===== src/design/sliding_window_min_max_mean_macros.svh =====
// Assertion macros shared by the sliding-window statistics RTL.
// Expects clk_i and rst_ni in the scope of the module that uses them.
`ifndef SLIDING_WINDOW_MIN_MAX_MEAN_MACROS_SVH
`define SLIDING_WINDOW_MIN_MAX_MEAN_MACROS_SVH

// same-cycle implication
`define SWM_ASSERT_NOW(lbl, cond, conseq, msg) \
  lbl: assert property (@(posedge clk_i) disable iff (!rst_ni) (cond) |-> (conseq)) \
    else $error(msg);

// next-cycle implication
`define SWM_ASSERT_NEXT(lbl, cond, conseq, msg) \
  lbl: assert property (@(posedge clk_i) disable iff (!rst_ni) (cond) |=> (conseq)) \
    else $error(msg);

`endif


===== src/design/swm_pkg.sv =====
// Shared constants for the sliding-window min/max/mean block.
// No dependencies.
package swm_pkg;

  localparam int unsigned SAMPLE_W       = 24;
  localparam int unsigned WINDOW_LEN_DEF = 64;

endpackage


===== src/design/swm_intf.sv =====
// Stream interfaces for sample words in and statistics words out.
// Depends on swm_pkg.
interface swm_sample_if;
  import swm_pkg::*;

  logic                valid;
  logic                ready;
  logic [SAMPLE_W-1:0] sample_us;

  modport source (output valid, output sample_us, input ready);
  modport sink   (input valid, input sample_us, output ready);
endinterface

interface swm_result_if;
  import swm_pkg::*;

  logic                valid;
  logic                ready;
  logic [SAMPLE_W-1:0] window_min;
  logic [SAMPLE_W-1:0] window_max;
  logic [SAMPLE_W-1:0] window_mean;

  modport source (output valid, output window_min, output window_max, output window_mean,
                  input ready);
  modport sink   (input valid, input window_min, input window_max, input window_mean,
                  output ready);
endinterface


===== src/design/swm_cell.sv =====
// One slot of the sample ring: a loadable register fed by its neighbor.
// Depends on swm_pkg.
module swm_cell (
  input  logic                         clk_i,
  input  logic                         rst_ni,
  input  logic                         en_i,
  input  logic [swm_pkg::SAMPLE_W-1:0] d_i,
  output logic [swm_pkg::SAMPLE_W-1:0] q_o
);
  import swm_pkg::*;

  logic [SAMPLE_W-1:0] val_q;

  // window starts zero-filled
  always_ff @(posedge clk_i or negedge rst_ni) begin
    if (!rst_ni) begin
      val_q <= '0;
    end else if (en_i) begin
      val_q <= d_i;
    end
  end

  assign q_o = val_q;

endmodule


===== src/design/swm_div.sv =====
// Division by a constant through reciprocal multiplication, one reciprocal digit at a time.
// Depends on swm_pkg.
module swm_div #(
  parameter int unsigned DIVISOR    = swm_pkg::WINDOW_LEN_DEF,
  parameter int unsigned DIVIDEND_W = swm_pkg::SAMPLE_W + $clog2(swm_pkg::WINDOW_LEN_DEF)
) (
  input  logic                         clk_i,
  input  logic                         rst_ni,
  input  logic                         start_i,
  input  logic [DIVIDEND_W-1:0]        dividend_i,
  output logic                         idle_o,
  output logic [swm_pkg::SAMPLE_W-1:0] quotient_o
);
  import swm_pkg::*;

  // floor(x / D) == (x * ceil(2^SHIFT / D)) >> SHIFT for every x below 2^DIVIDEND_W
  localparam int unsigned SHIFT   = DIVIDEND_W + $clog2(DIVISOR);
  localparam int unsigned DIG_W   = 12;
  localparam int unsigned STEPS_N = (DIVIDEND_W + DIG_W) / DIG_W;
  localparam int unsigned RCP_W   = STEPS_N * DIG_W;
  localparam int unsigned PROD_W  = DIVIDEND_W + RCP_W;
  localparam int unsigned CW      = $clog2(STEPS_N + 1);
  localparam logic [63:0] RCP_WIDE =
    ((64'd1 << SHIFT) + 64'(DIVISOR) - 64'd1) / 64'(DIVISOR);
  localparam logic [RCP_W-1:0] RECIP = RCP_W'(RCP_WIDE);
  localparam logic [CW-1:0]    STEPS = CW'(STEPS_N);

  logic                        busy_q, busy_d;
  logic [CW-1:0]               cnt_q, cnt_d;
  logic [DIVIDEND_W-1:0]       num_q, num_d;
  logic [RCP_W-1:0]            rcp_q, rcp_d;
  logic [PROD_W-1:0]           prod_q, prod_d;
  logic [DIG_W-1:0]            digit;
  logic [DIVIDEND_W+DIG_W-1:0] part;

  always_comb begin
    digit  = rcp_q[RCP_W-1 -: DIG_W];
    part   = {{DIG_W{1'b0}}, num_q} * {{DIVIDEND_W{1'b0}}, digit};
    busy_d = busy_q;
    cnt_d  = cnt_q;
    num_d  = num_q;
    rcp_d  = rcp_q;
    prod_d = prod_q;
    if (start_i) begin
      busy_d = 1'b1;
      cnt_d  = STEPS;
      num_d  = dividend_i;
      rcp_d  = RECIP;
      prod_d = '0;
    end else if (busy_q) begin
      // one reciprocal digit per cycle, most significant first
      prod_d = {prod_q[PROD_W-DIG_W-1:0], {DIG_W{1'b0}}} + {{(RCP_W-DIG_W){1'b0}}, part};
      rcp_d  = {rcp_q[RCP_W-DIG_W-1:0], {DIG_W{1'b0}}};
      cnt_d  = cnt_q - CW'(1);
      if (cnt_q == CW'(1)) begin
        busy_d = 1'b0;
      end
    end
  end

  always_ff @(posedge clk_i or negedge rst_ni) begin
    if (!rst_ni) begin
      busy_q <= 1'b0;
      cnt_q  <= '0;
    end else begin
      busy_q <= busy_d;
      cnt_q  <= cnt_d;
    end
  end

  always_ff @(posedge clk_i) begin
    num_q  <= num_d;
    rcp_q  <= rcp_d;
    prod_q <= prod_d;
  end

  assign idle_o     = ~busy_q;
  // total never exceeds DIVISOR * max sample, so the quotient fits
  assign quotient_o = prod_q[SHIFT +: SAMPLE_W];

endmodule


===== src/design/sliding_window_min_max_mean.sv =====
// Sliding-window latency statistics: minimum, maximum and mean of the last WINDOW_LEN samples.
// Depends on swm_pkg, swm_intf, swm_cell, swm_div and the assertion macro header.
//
// One sample word in gives one statistics word out. The window is a ring of
// WINDOW_LEN cells, zero after reset, so results before the window has filled
// count those zeros in the minimum and the mean. On accept the new sample
// shifts into the ring and the oldest one drops off the far end, updating a
// running total. The ring then rotates one full turn, one cell per cycle,
// while min/max are taken from the cell at its tail; after WINDOW_LEN steps
// every cell is back in place. In parallel the mean floor(total / WINDOW_LEN)
// is formed by multiplying with a constant reciprocal, 12 bits of it per
// cycle, well inside the rotation. After the rotation the block sits in its
// wait state until the divider is idle and the output register is free,
// then loads the result register and returns to idle; it takes no new
// sample while an item is in flight. The next sample is taken as soon as the
// block is back in idle, even while the previous result still sits in the
// output register waiting for ready; a result that cannot leave holds the
// block in its wait state and stalls the input.
`include "sliding_window_min_max_mean_macros.svh"

module sliding_window_min_max_mean #(
  parameter int unsigned WINDOW_LEN = swm_pkg::WINDOW_LEN_DEF
) (
  input  logic         clk_i,
  input  logic         rst_ni,
  swm_sample_if.sink   sample_i,
  swm_result_if.source result_o
);
  import swm_pkg::*;

  localparam int unsigned CNT_W = $clog2(WINDOW_LEN);
  localparam int unsigned TOT_W = SAMPLE_W + $clog2(WINDOW_LEN);
  localparam logic [CNT_W-1:0] LAST_CELL = CNT_W'(WINDOW_LEN - 1);

  typedef enum logic [1:0] {
    S_IDLE,
    S_SCAN,
    S_WAIT
  } state_e;

  state_e              state_q;
  logic [CNT_W-1:0]    cnt_q;
  logic [TOT_W-1:0]    total_q, total_d;
  logic [SAMPLE_W-1:0] min_q, max_q;
  logic                out_valid_q;
  logic [SAMPLE_W-1:0] out_min_q, out_max_q, out_mean_q;

  logic                in_fire;
  logic                scanning;
  logic                out_free;
  logic                load_out;
  logic                div_idle;
  logic [SAMPLE_W-1:0] quotient;
  logic [SAMPLE_W-1:0] tail;

  logic [SAMPLE_W-1:0] cell_q [WINDOW_LEN];
  logic [SAMPLE_W-1:0] cell_d [WINDOW_LEN];

  assign sample_i.ready = (state_q == S_IDLE);
  assign in_fire        = sample_i.valid & sample_i.ready;
  assign scanning       = (state_q == S_SCAN);
  assign tail           = cell_q[WINDOW_LEN-1];
  assign out_free       = ~out_valid_q | result_o.ready;
  assign load_out       = (state_q == S_WAIT) & div_idle & out_free;

  // new total: drop the oldest sample, add the new one
  assign total_d = total_q - TOT_W'(tail) + TOT_W'(sample_i.sample_us);

  // ring of cells: shift in a new sample, or rotate tail back to head
  for (genvar i = 0; i < WINDOW_LEN; i++) begin : g_ring
    if (i == 0) begin : g_head
      assign cell_d[i] = scanning ? tail : sample_i.sample_us;
    end else begin : g_body
      assign cell_d[i] = cell_q[i-1];
    end
    swm_cell u_cell (
      .clk_i  (clk_i),
      .rst_ni (rst_ni),
      .en_i   (in_fire | scanning),
      .d_i    (cell_d[i]),
      .q_o    (cell_q[i])
    );
  end

  swm_div #(
    .DIVISOR    (WINDOW_LEN),
    .DIVIDEND_W (TOT_W)
  ) u_div (
    .clk_i      (clk_i),
    .rst_ni     (rst_ni),
    .start_i    (in_fire),
    .dividend_i (total_d),
    .idle_o     (div_idle),
    .quotient_o (quotient)
  );

  always_ff @(posedge clk_i or negedge rst_ni) begin
    if (!rst_ni) begin
      state_q     <= S_IDLE;
      cnt_q       <= '0;
      total_q     <= '0;
      min_q       <= '1;
      max_q       <= '0;
      out_valid_q <= 1'b0;
      out_min_q   <= '0;
      out_max_q   <= '0;
      out_mean_q  <= '0;
    end else begin
      // a word leaving frees the register unless a new one lands the same edge
      if (out_valid_q && result_o.ready && !load_out) begin
        out_valid_q <= 1'b0;
      end
      unique case (state_q)
        S_IDLE: begin
          if (in_fire) begin
            total_q <= total_d;
            cnt_q   <= '0;
            min_q   <= '1;
            max_q   <= '0;
            state_q <= S_SCAN;
          end
        end
        S_SCAN: begin
          if (tail < min_q) min_q <= tail;
          if (tail > max_q) max_q <= tail;
          cnt_q <= cnt_q + CNT_W'(1);
          if (cnt_q == LAST_CELL) begin
            state_q <= S_WAIT;
          end
        end
        S_WAIT: begin
          if (load_out) begin
            out_valid_q <= 1'b1;
            out_min_q   <= min_q;
            out_max_q   <= max_q;
            out_mean_q  <= quotient;
            state_q     <= S_IDLE;
          end
        end
        default: state_q <= S_IDLE;
      endcase
    end
  end

  assign result_o.valid       = out_valid_q;
  assign result_o.window_min  = out_min_q;
  assign result_o.window_max  = out_max_q;
  assign result_o.window_mean = out_mean_q;

  `SWM_ASSERT_NEXT(a_accept_starts_scan, in_fire, state_q == S_SCAN, "accept did not start scan")
  `SWM_ASSERT_NEXT(a_scan_ends, scanning && cnt_q == LAST_CELL, state_q == S_WAIT, "scan overran")
  `SWM_ASSERT_NOW(a_load_div_done, load_out, div_idle, "result loaded before divider done")
  `SWM_ASSERT_NOW(a_min_le_max, out_valid_q, out_min_q <= out_max_q, "window min above max")

endmodule


===== src/flat_wrapper.sv =====
// flat-port wrapper written by rule: the top's interface ports become plain ports
module sliding_window_min_max_mean_flat import swm_pkg::*;
#(
  parameter int unsigned WINDOW_LEN = swm_pkg::WINDOW_LEN_DEF
)
  (clk_i, rst_ni, sample_i_valid, sample_i_sample_us, sample_i_ready, result_o_valid, result_o_window_min, result_o_window_max, result_o_window_mean, result_o_ready);
  swm_sample_if sample_i_i ();
  swm_result_if result_o_i ();
  input  logic clk_i;
  input  logic rst_ni;
  input wire logic [$bits(sample_i_i.valid)-1:0] sample_i_valid;
  input wire logic [$bits(sample_i_i.sample_us)-1:0] sample_i_sample_us;
  output wire logic [$bits(sample_i_i.ready)-1:0] sample_i_ready;
  output wire logic [$bits(result_o_i.valid)-1:0] result_o_valid;
  output wire logic [$bits(result_o_i.window_min)-1:0] result_o_window_min;
  output wire logic [$bits(result_o_i.window_max)-1:0] result_o_window_max;
  output wire logic [$bits(result_o_i.window_mean)-1:0] result_o_window_mean;
  input wire logic [$bits(result_o_i.ready)-1:0] result_o_ready;
  assign sample_i_i.valid = sample_i_valid;
  assign sample_i_i.sample_us = sample_i_sample_us;
  assign sample_i_ready = sample_i_i.ready;
  assign result_o_valid = result_o_i.valid;
  assign result_o_window_min = result_o_i.window_min;
  assign result_o_window_max = result_o_i.window_max;
  assign result_o_window_mean = result_o_i.window_mean;
  assign result_o_i.ready = result_o_ready;
  sliding_window_min_max_mean #(.WINDOW_LEN(WINDOW_LEN)) u_core (.clk_i(clk_i), .rst_ni(rst_ni), .sample_i(sample_i_i), .result_o(result_o_i));
endmodule

===== config.mk =====
export PLATFORM = sky130hd
export DESIGN_NAME = sliding_window_min_max_mean_flat
export DESIGN_NICKNAME = d
export VERILOG_FILES = /design/src/design/swm_pkg.sv /design/src/design/swm_intf.sv /design/src/design/swm_cell.sv /design/src/design/swm_div.sv /design/src/design/sliding_window_min_max_mean.sv /design/src/flat_wrapper.sv
export VERILOG_INCLUDE_DIRS = /design/src /design/src/design
export SDC_FILE = /design/constraint.sdc
export NUM_CORES = 2
export LEC_CHECK = 0
export BUFFER_PORTS_ARGS = -buffer_cell sky130_fd_sc_hd__buf_2
export CORE_MARGIN = 3
export CORE_UTILIZATION = 55
export DETAILED_ROUTE_END_ITERATION = 8
export PLACE_DENSITY_LB_ADDON = 0.08
export SYNTH_ARGS = -nofsm -noshare
export SYNTH_HDL_FRONTEND = slang
export SYNTH_SLANG_ARGS = --single-unit

===== constraint.sdc =====
create_clock -name clk_i -period 3.8 [get_ports clk_i]
set_input_delay 0.76 -clock clk_i [delete_from_list [all_inputs] [get_ports clk_i]]
set_output_delay 0.76 -clock clk_i [all_outputs]
set_load 0.005 [all_outputs]

**Word-level counts from Yosys, hierarchy flattened**

Cells that the tools add are included.
W data, S select, Z words.

- Output and inout port bits: 74
- Register bits after elaboration: 1,789
- Word-level logic and storage cells: 135
- Input port bits: 28

- Order comparisons: 2
- Multipliers: 1
- Add/subtract/negate cells: 5
- Mux-type cells: 21
- Bitwise logic cells: 7
- Reduce and logical (&&, ||, !) cells: 12
- Eq/ne operators: 9

Operators with widths:

| operator | number |
|---|---|
| $mux W24 | 5 |
| $pmux W24 S2 | 2 |
| $add A60 B37 Y60 | 1 |
| $mul A30 B1 Y31 | 1 |
| $add A30 B24 Y30 | 1 |
| $sub A30 B24 Y30 | 1 |
| $gt A24 B24 Y1 | 1 |
| $lt A24 B24 Y1 | 1 |
| $pmux W6 S2 | 1 |
| $mux W2 | 5 |
| $reduce_and A3 Y1 | 3 |
| $ne A2 B2 Y1 const B | 4 |
| $add A6 B1 Y6 const B | 1 |
| $eq A6 B6 Y1 const B | 1 |
| $mux W1 | 6 |
| $mux W6 | 1 |
| $pmux W2 S3 | 1 |
| $reduce_and A2 Y1 | 3 |
| $eq A2 B1 Y1 const B | 2 |
| $reduce_bool A2 Y1 | 2 |
| $and A1 B1 Y1 | 3 |
| $eq A2 B2 Y1 const B | 1 |
| $logic_and A1 B1 Y1 | 2 |
| $logic_not A2 Y1 | 1 |
| other kinds (5) | 7 |

**Longest topological paths before layout**

- Depth in word-level cells: 8
- Gate-level depth with buffers: 14

**Modules after synthesis**

A second synthesis with hierarchy kept.

- Cells, all modules: 4,840
- Area, all modules: 79,004.5 µm²

By module, submodules not included:

| module | seq. area each (µm²) | instances | cells an instance | area an instance (µm²) |
|---|---|---|---|---|
| swm_cell | 600.6 | 64 | 51 | 997.2 |
| sliding_window_min_max_mean | 4,008.8 | 1 | 1,041 | 10,208.5 |
| swm_div | 2,077.0 | 1 | 535 | 4,974.8 |

**Worst setup path before layout**

No wires, ideal clock.

- Path type: input to register
- From: input sample_i_sample_us[1]
- To: register u_core.total_q[25]
- Path buffers: 0
- Path slack: 0.234 ns
- Stages: 12
- Arrival time: 3.441 ns
- Path through: inv_1 > fa_1 > inv_1 > ha_1 > a211oi_2 > o21bai_1 > a21oi_2 > o21ai_2 > a211o_1 > a2111o_1 > o211a_2 > mux2_4

- Cells in the longest elaborated chain, start to end: 1

Ends and longest elaborated chain:

| element | line | text |
|---|---|---|
| start: declaration | flat_wrapper.sv:12 | `input wire logic [$bits(sample_i_i.sample_us)-1:0] sample_i_sample_us;` |
| $add A30 B24 Y30 | sliding_window_min_max_mean.sv:67 | `assign total_d = total_q - TOT_W'(tail) + TOT_W'(sample_i.sample_us);` |
| named net u_core.total_d[25] | sliding_window_min_max_mean.sv:43 | `logic [TOT_W-1:0] total_q, total_d;` |
| end signal: assignment | sliding_window_min_max_mean.sv:116 | `total_q <= total_d;` |
| end: declaration | sliding_window_min_max_mean.sv:43 |  |

The timed path passes the listed nets, and every way through them passes these cells.
A chain may end at the register's enable or synchronous reset.

**Worst setup path in the final report**

- From: register u_core.g_ring[63].u_cell.val_q[2]
- To: register u_core.u_div.num_q[26] (data pin)

- Cells in the longest elaborated chain, start to end: 2

Ends and longest elaborated chain:

| element | line | text |
|---|---|---|
| start: declaration | swm_cell.sv:12 | `logic [SAMPLE_W-1:0] val_q;` |
| start signal: assignment | swm_cell.sv:19 | `val_q <= d_i;` |
| $sub A30 B24 Y30 | sliding_window_min_max_mean.sv:67 |  |
| $add A30 B24 Y30 | sliding_window_min_max_mean.sv:67 |  |
| named net u_core.total_d[26] | sliding_window_min_max_mean.sv:43 |  |
| end signal: assignment | swm_div.sv:72 | `num_q <= num_d;` |
| end: declaration | swm_div.sv:30 | `logic [DIVIDEND_W-1:0] num_q, num_d;` |

The timed path passes the listed nets, and every way through them passes these cells.

==> impl_metrics.env <==
export IMPL_status="complete, no violations"
export IMPL_fmax_ghz=0.286
export IMPL_cts_htree_levels=4
export IMPL_detailedPlacementHpwl_um=96200
export IMPL_clock_skew_ps=21.6
export IMPL_yosysTopAreaCellShare=0.587
export IMPL_detail_route_antenna_nets=0
export IMPL_globalRouteOverflowTotal=0
export IMPL_finish_net_count=8182
export IMPL_num_io_pins=102
export IMPL_yosys_cell_count_top_type="nand2_1"
export IMPL_firstDrtPassIters=7
export IMPL_vdd_ir_drop_max_v=0.000459
export IMPL_setup_viol=0
export IMPL_number_of_antenna_violations_at_the_first_check_in_global_routing=3
export IMPL_drive_gt1_frac=0.0817
export IMPL_post_synthesis_net_count=8144
export IMPL_worstSetupPathType="reg -> reg"
export IMPL_rsz0062_at_grt="no"
export IMPL_nFillCells=11000
export IMPL_first_global_vias=48200
export IMPL_area_growth_pct=13.1
export IMPL_post_place_ws_ps=-86.2
export IMPL_synth_enable_flop_cells=30
export IMPL_dp_cells=9577
export IMPL_chipHeight_um=366
export IMPL_synth_sequential_area_ratio=0.623
export IMPL_critPathLaunchType="flip-flop"
export IMPL_synthArstFlopShare=0.952
export IMPL_finalCoreUtilization=0.630
export IMPL_grt_first_pass_wirelength_um=257000
export IMPL_critPathTopFamily="compound AO/OA/AOI/OAI gates"
export IMPL_timing_slew_headroom=0.496
export IMPL_post_dp_cell_area_mm2=0.0747
export IMPL_post_layout_nonfiller_instances=9906
export IMPL_post_route_period_util=0.921
export IMPL_tritoncts="yes"
export IMPL_postLayoutCellArea_mm2=0.0808
export IMPL_clock_sink_count=1783
export IMPL_syn_instance_count=7994
export IMPL_groute_usage_overall=0.230
export IMPL_maxCapViolations=0
export IMPL_detailedRoute_firstIterationViolations=4212
export IMPL_drt_drc_violations_left=0
export IMPL_number_of_clock_buffers_inserted_by_tritoncts=181
export IMPL_critPathBufInv=1
export IMPL_crit_path_end_kind="flip-flop"
export IMPL_synth_warnings=0
export IMPL_synth_ff_type="dfrtp_1"
export IMPL_die_width_um=366
export IMPL_ctsLongestPathBuffers=3
export IMPL_summed_instance_area_of_the_synthesized_netlist_mm2=0.0714
export IMPL_synth_top_cell_by_area="dfrtp_1"
export IMPL_grt_max_degree=141
export IMPL_yosys_register_bits=1783
export IMPL_crit_path_cells="fa_1, inv_1, ha_1, nor2b_1, o31a_1, o31a_1, o311ai_2, nand2_1, a31oi_1, and3_1, nor2_1"
export IMPL_timing_max_transition_violations_final=0
export IMPL_cp_data_arrival_time_ps=4030
export IMPL_clk_pin_slew_ps=60
export IMPL_synth_area_top_cells="dfrtp_1, nand2_1, clkbuf_1"
export IMPL_critPathMaxStageDelay_ps=540
export IMPL_cts_repair_timing_setup_buffer_count=0
export IMPL_setup_slack_ps=301
export IMPL_crit_fanout=6
export IMPL_slew_at_the_pin_with_the_worst_max_slew_slack_ps=756
export IMPL_worstSkewPairLatency_ps=780
export IMPL_final_hold_viol_count=0
export IMPL_placementRows=131
export IMPL_place_gp_congestion=0.918
export IMPL_initial_core_util=0.557
export IMPL_timing_final_crit_period_ps=3500
export IMPL_timing_critical_path_mode_cell="o31a_1"
export IMPL_via_count=49800
export IMPL_design_core_area_mm2=0.128
export IMPL_cp_data_required_time_ps=4330
export IMPL_cts_root_buf="clkbuf_16"
export IMPL_timing_hold_worst_class="in -> reg"
export IMPL_syn_area_per_cell_um2=8.93
export IMPL_portBuffers=101
export IMPL_post_synth_most_frequent_cells="nand2_1, dfrtp_1, clkbuf_1"
export IMPL_die_area_mm2=0.134
export IMPL_power_leakage_nw=45.0
export IMPL_cellPowerDensity_mw_per_mm2=681
export IMPL_viasPerCell=5.03
export IMPL_total_detailed_routing_wirelength_um=152000
export IMPL_synth_cell_type_count=72
export IMPL_wl_per_cell_um=15.3
export IMPL_worst_path_slowest_cell="fa_1"
report_power, final:
| part | switching (mW) | leakage, nW | internal, mW |
|---|---|---|---|
| Clock | 7.37 | 3.02 | 10.7 |
| Sequential | 2.12 | 24.1 | 22.8 |
| Combinational | 7.65 | 17.9 | 4.32 |
placed cells by master, fill, tap and decap left out, types with 25 or more instances in the layout:
cell,Yosys,final
edfxtp_1,30,30
dfxtp_1,55,55
mux2_2,59,59
clkbuf_16,0,188
clkbuf_1,397,40
clkinv_2,0,33
xnor2_1,47,47
nor2_1,71,70
buf_2,7,100
buf_4,1,103
clkbuf_8,0,44
o21ai_0,126,126
ha_1,97,97
a21oi_1,92,91
o211ai_1,29,29
buf_12,0,66
a21o_1,36,36
dfrtp_1,1674,1673
mux2i_1,41,41
inv_1,163,162
nand2_1,4751,4751
nor2b_1,34,32
fa_1,25,25
sequential cells by signal, indices dropped and copies added, names as in the netlist, 2 cells and up:
name                         cells
u_core.g_ring.u_cell.q_o      1536
u_core.total_q                  30
u_core.u_div.num_q              30
u_core.min_q                    24
u_core.state_q                   2
u_core.result_o.window_min      24
u_core.result_o.window_max      24
u_core.u_div.prod_q             54
u_core.max_q                    24
u_core.cnt_q                     6
u_core.result_o.window_mean     24
u_core.u_div.cnt_q               2
through the flow:
stage	hold slack, ps	TNS (ps)	power, mW
global placement	442	-75.2	37.0
floorplan	421	0	32.8
finish	337	0	55.0
detailed placement	446	-251	37.2
CTS	266	0	55.6
global route	289	0	58.4
kinds of logic after synthesis:
family | count (synthesis) | synth area share
and+or+nand+nor | 4978 | 0.267
DFF | 1783 | 0.623
buffers and inverters | 578 | 0.0307
AOI/OAI and AO/OA | 372 | 0.0321
adders and majority gates | 122 | 0.0240
muxes | 101 | 0.0153
xor gates and xnor gates | 60 | 0.00755
layer usage:
metal | track usage | part of all wire
met1 | 0.376 | 0.52
met2 | 0.325 | 0.42
met3 | 0.0348 | 0.043
met4 | 0.0525 | 0.016
met5 | 0 | 0
cell type report:
cell class / count / area, um2 / area share
Sequential cell: 1783 / 44500 / 0.551
Multi-Input combinational cell: 5633 / 24800 / 0.307
Antenna cell: 1 / 2.50 / 0.0000310
Timing Repair Buffer: 270 / 2610 / 0.0323
Inverter: 163 / 612 / 0.00757
Clock inverter: 55 / 643 / 0.00796
Clock buffer: 272 / 5460 / 0.0676
Tap cell: 1729 / 2160 / 0.0268
what timing repair did:
item | CTS | global route
gates resized for setup | 0 | 0
hold buffers | 1 | 0
hold endpoints to repair | 51 | 0
path summary, 6_finish.rpt:
path | from | endpoint | slack, ps | depth (start not counted)
max | u_core.g_ring[63].u_cell.q_o[2] | u_core.u_div.num_q[26] | 300 | 11
min | sample_i_sample_us[3] | u_core.g_ring[0].u_cell.q_o[3] | 340 | 3
max reg2reg | u_core.g_ring[63].u_cell.q_o[2] | u_core.u_div.num_q[26] | 300 | 11
min reg2reg | u_core.g_ring[17].u_cell.q_o[23] | u_core.g_ring[18].u_cell.q_o[23] | 450 | 2
max in group asynchronous | rst_ni | u_core.g_ring[19].u_cell.q_o[15] | 2020 | 3
min in group asynchronous | rst_ni | u_core.result_o.window_mean[19] | 570 | 2
worst register-to-register path, cell delays in order (launching register included):
cell and delay, ps:
dfrtp_1 470, fa_1 540, inv_1 50, ha_1 330
nor2b_1 160, o31a_1 270, o31a_1 350, o311ai_2 350
nand2_1 130, a31oi_1 330, and3_1 230, nor2_1 40
No activity file was read; power rests on OpenSTA's default activity.
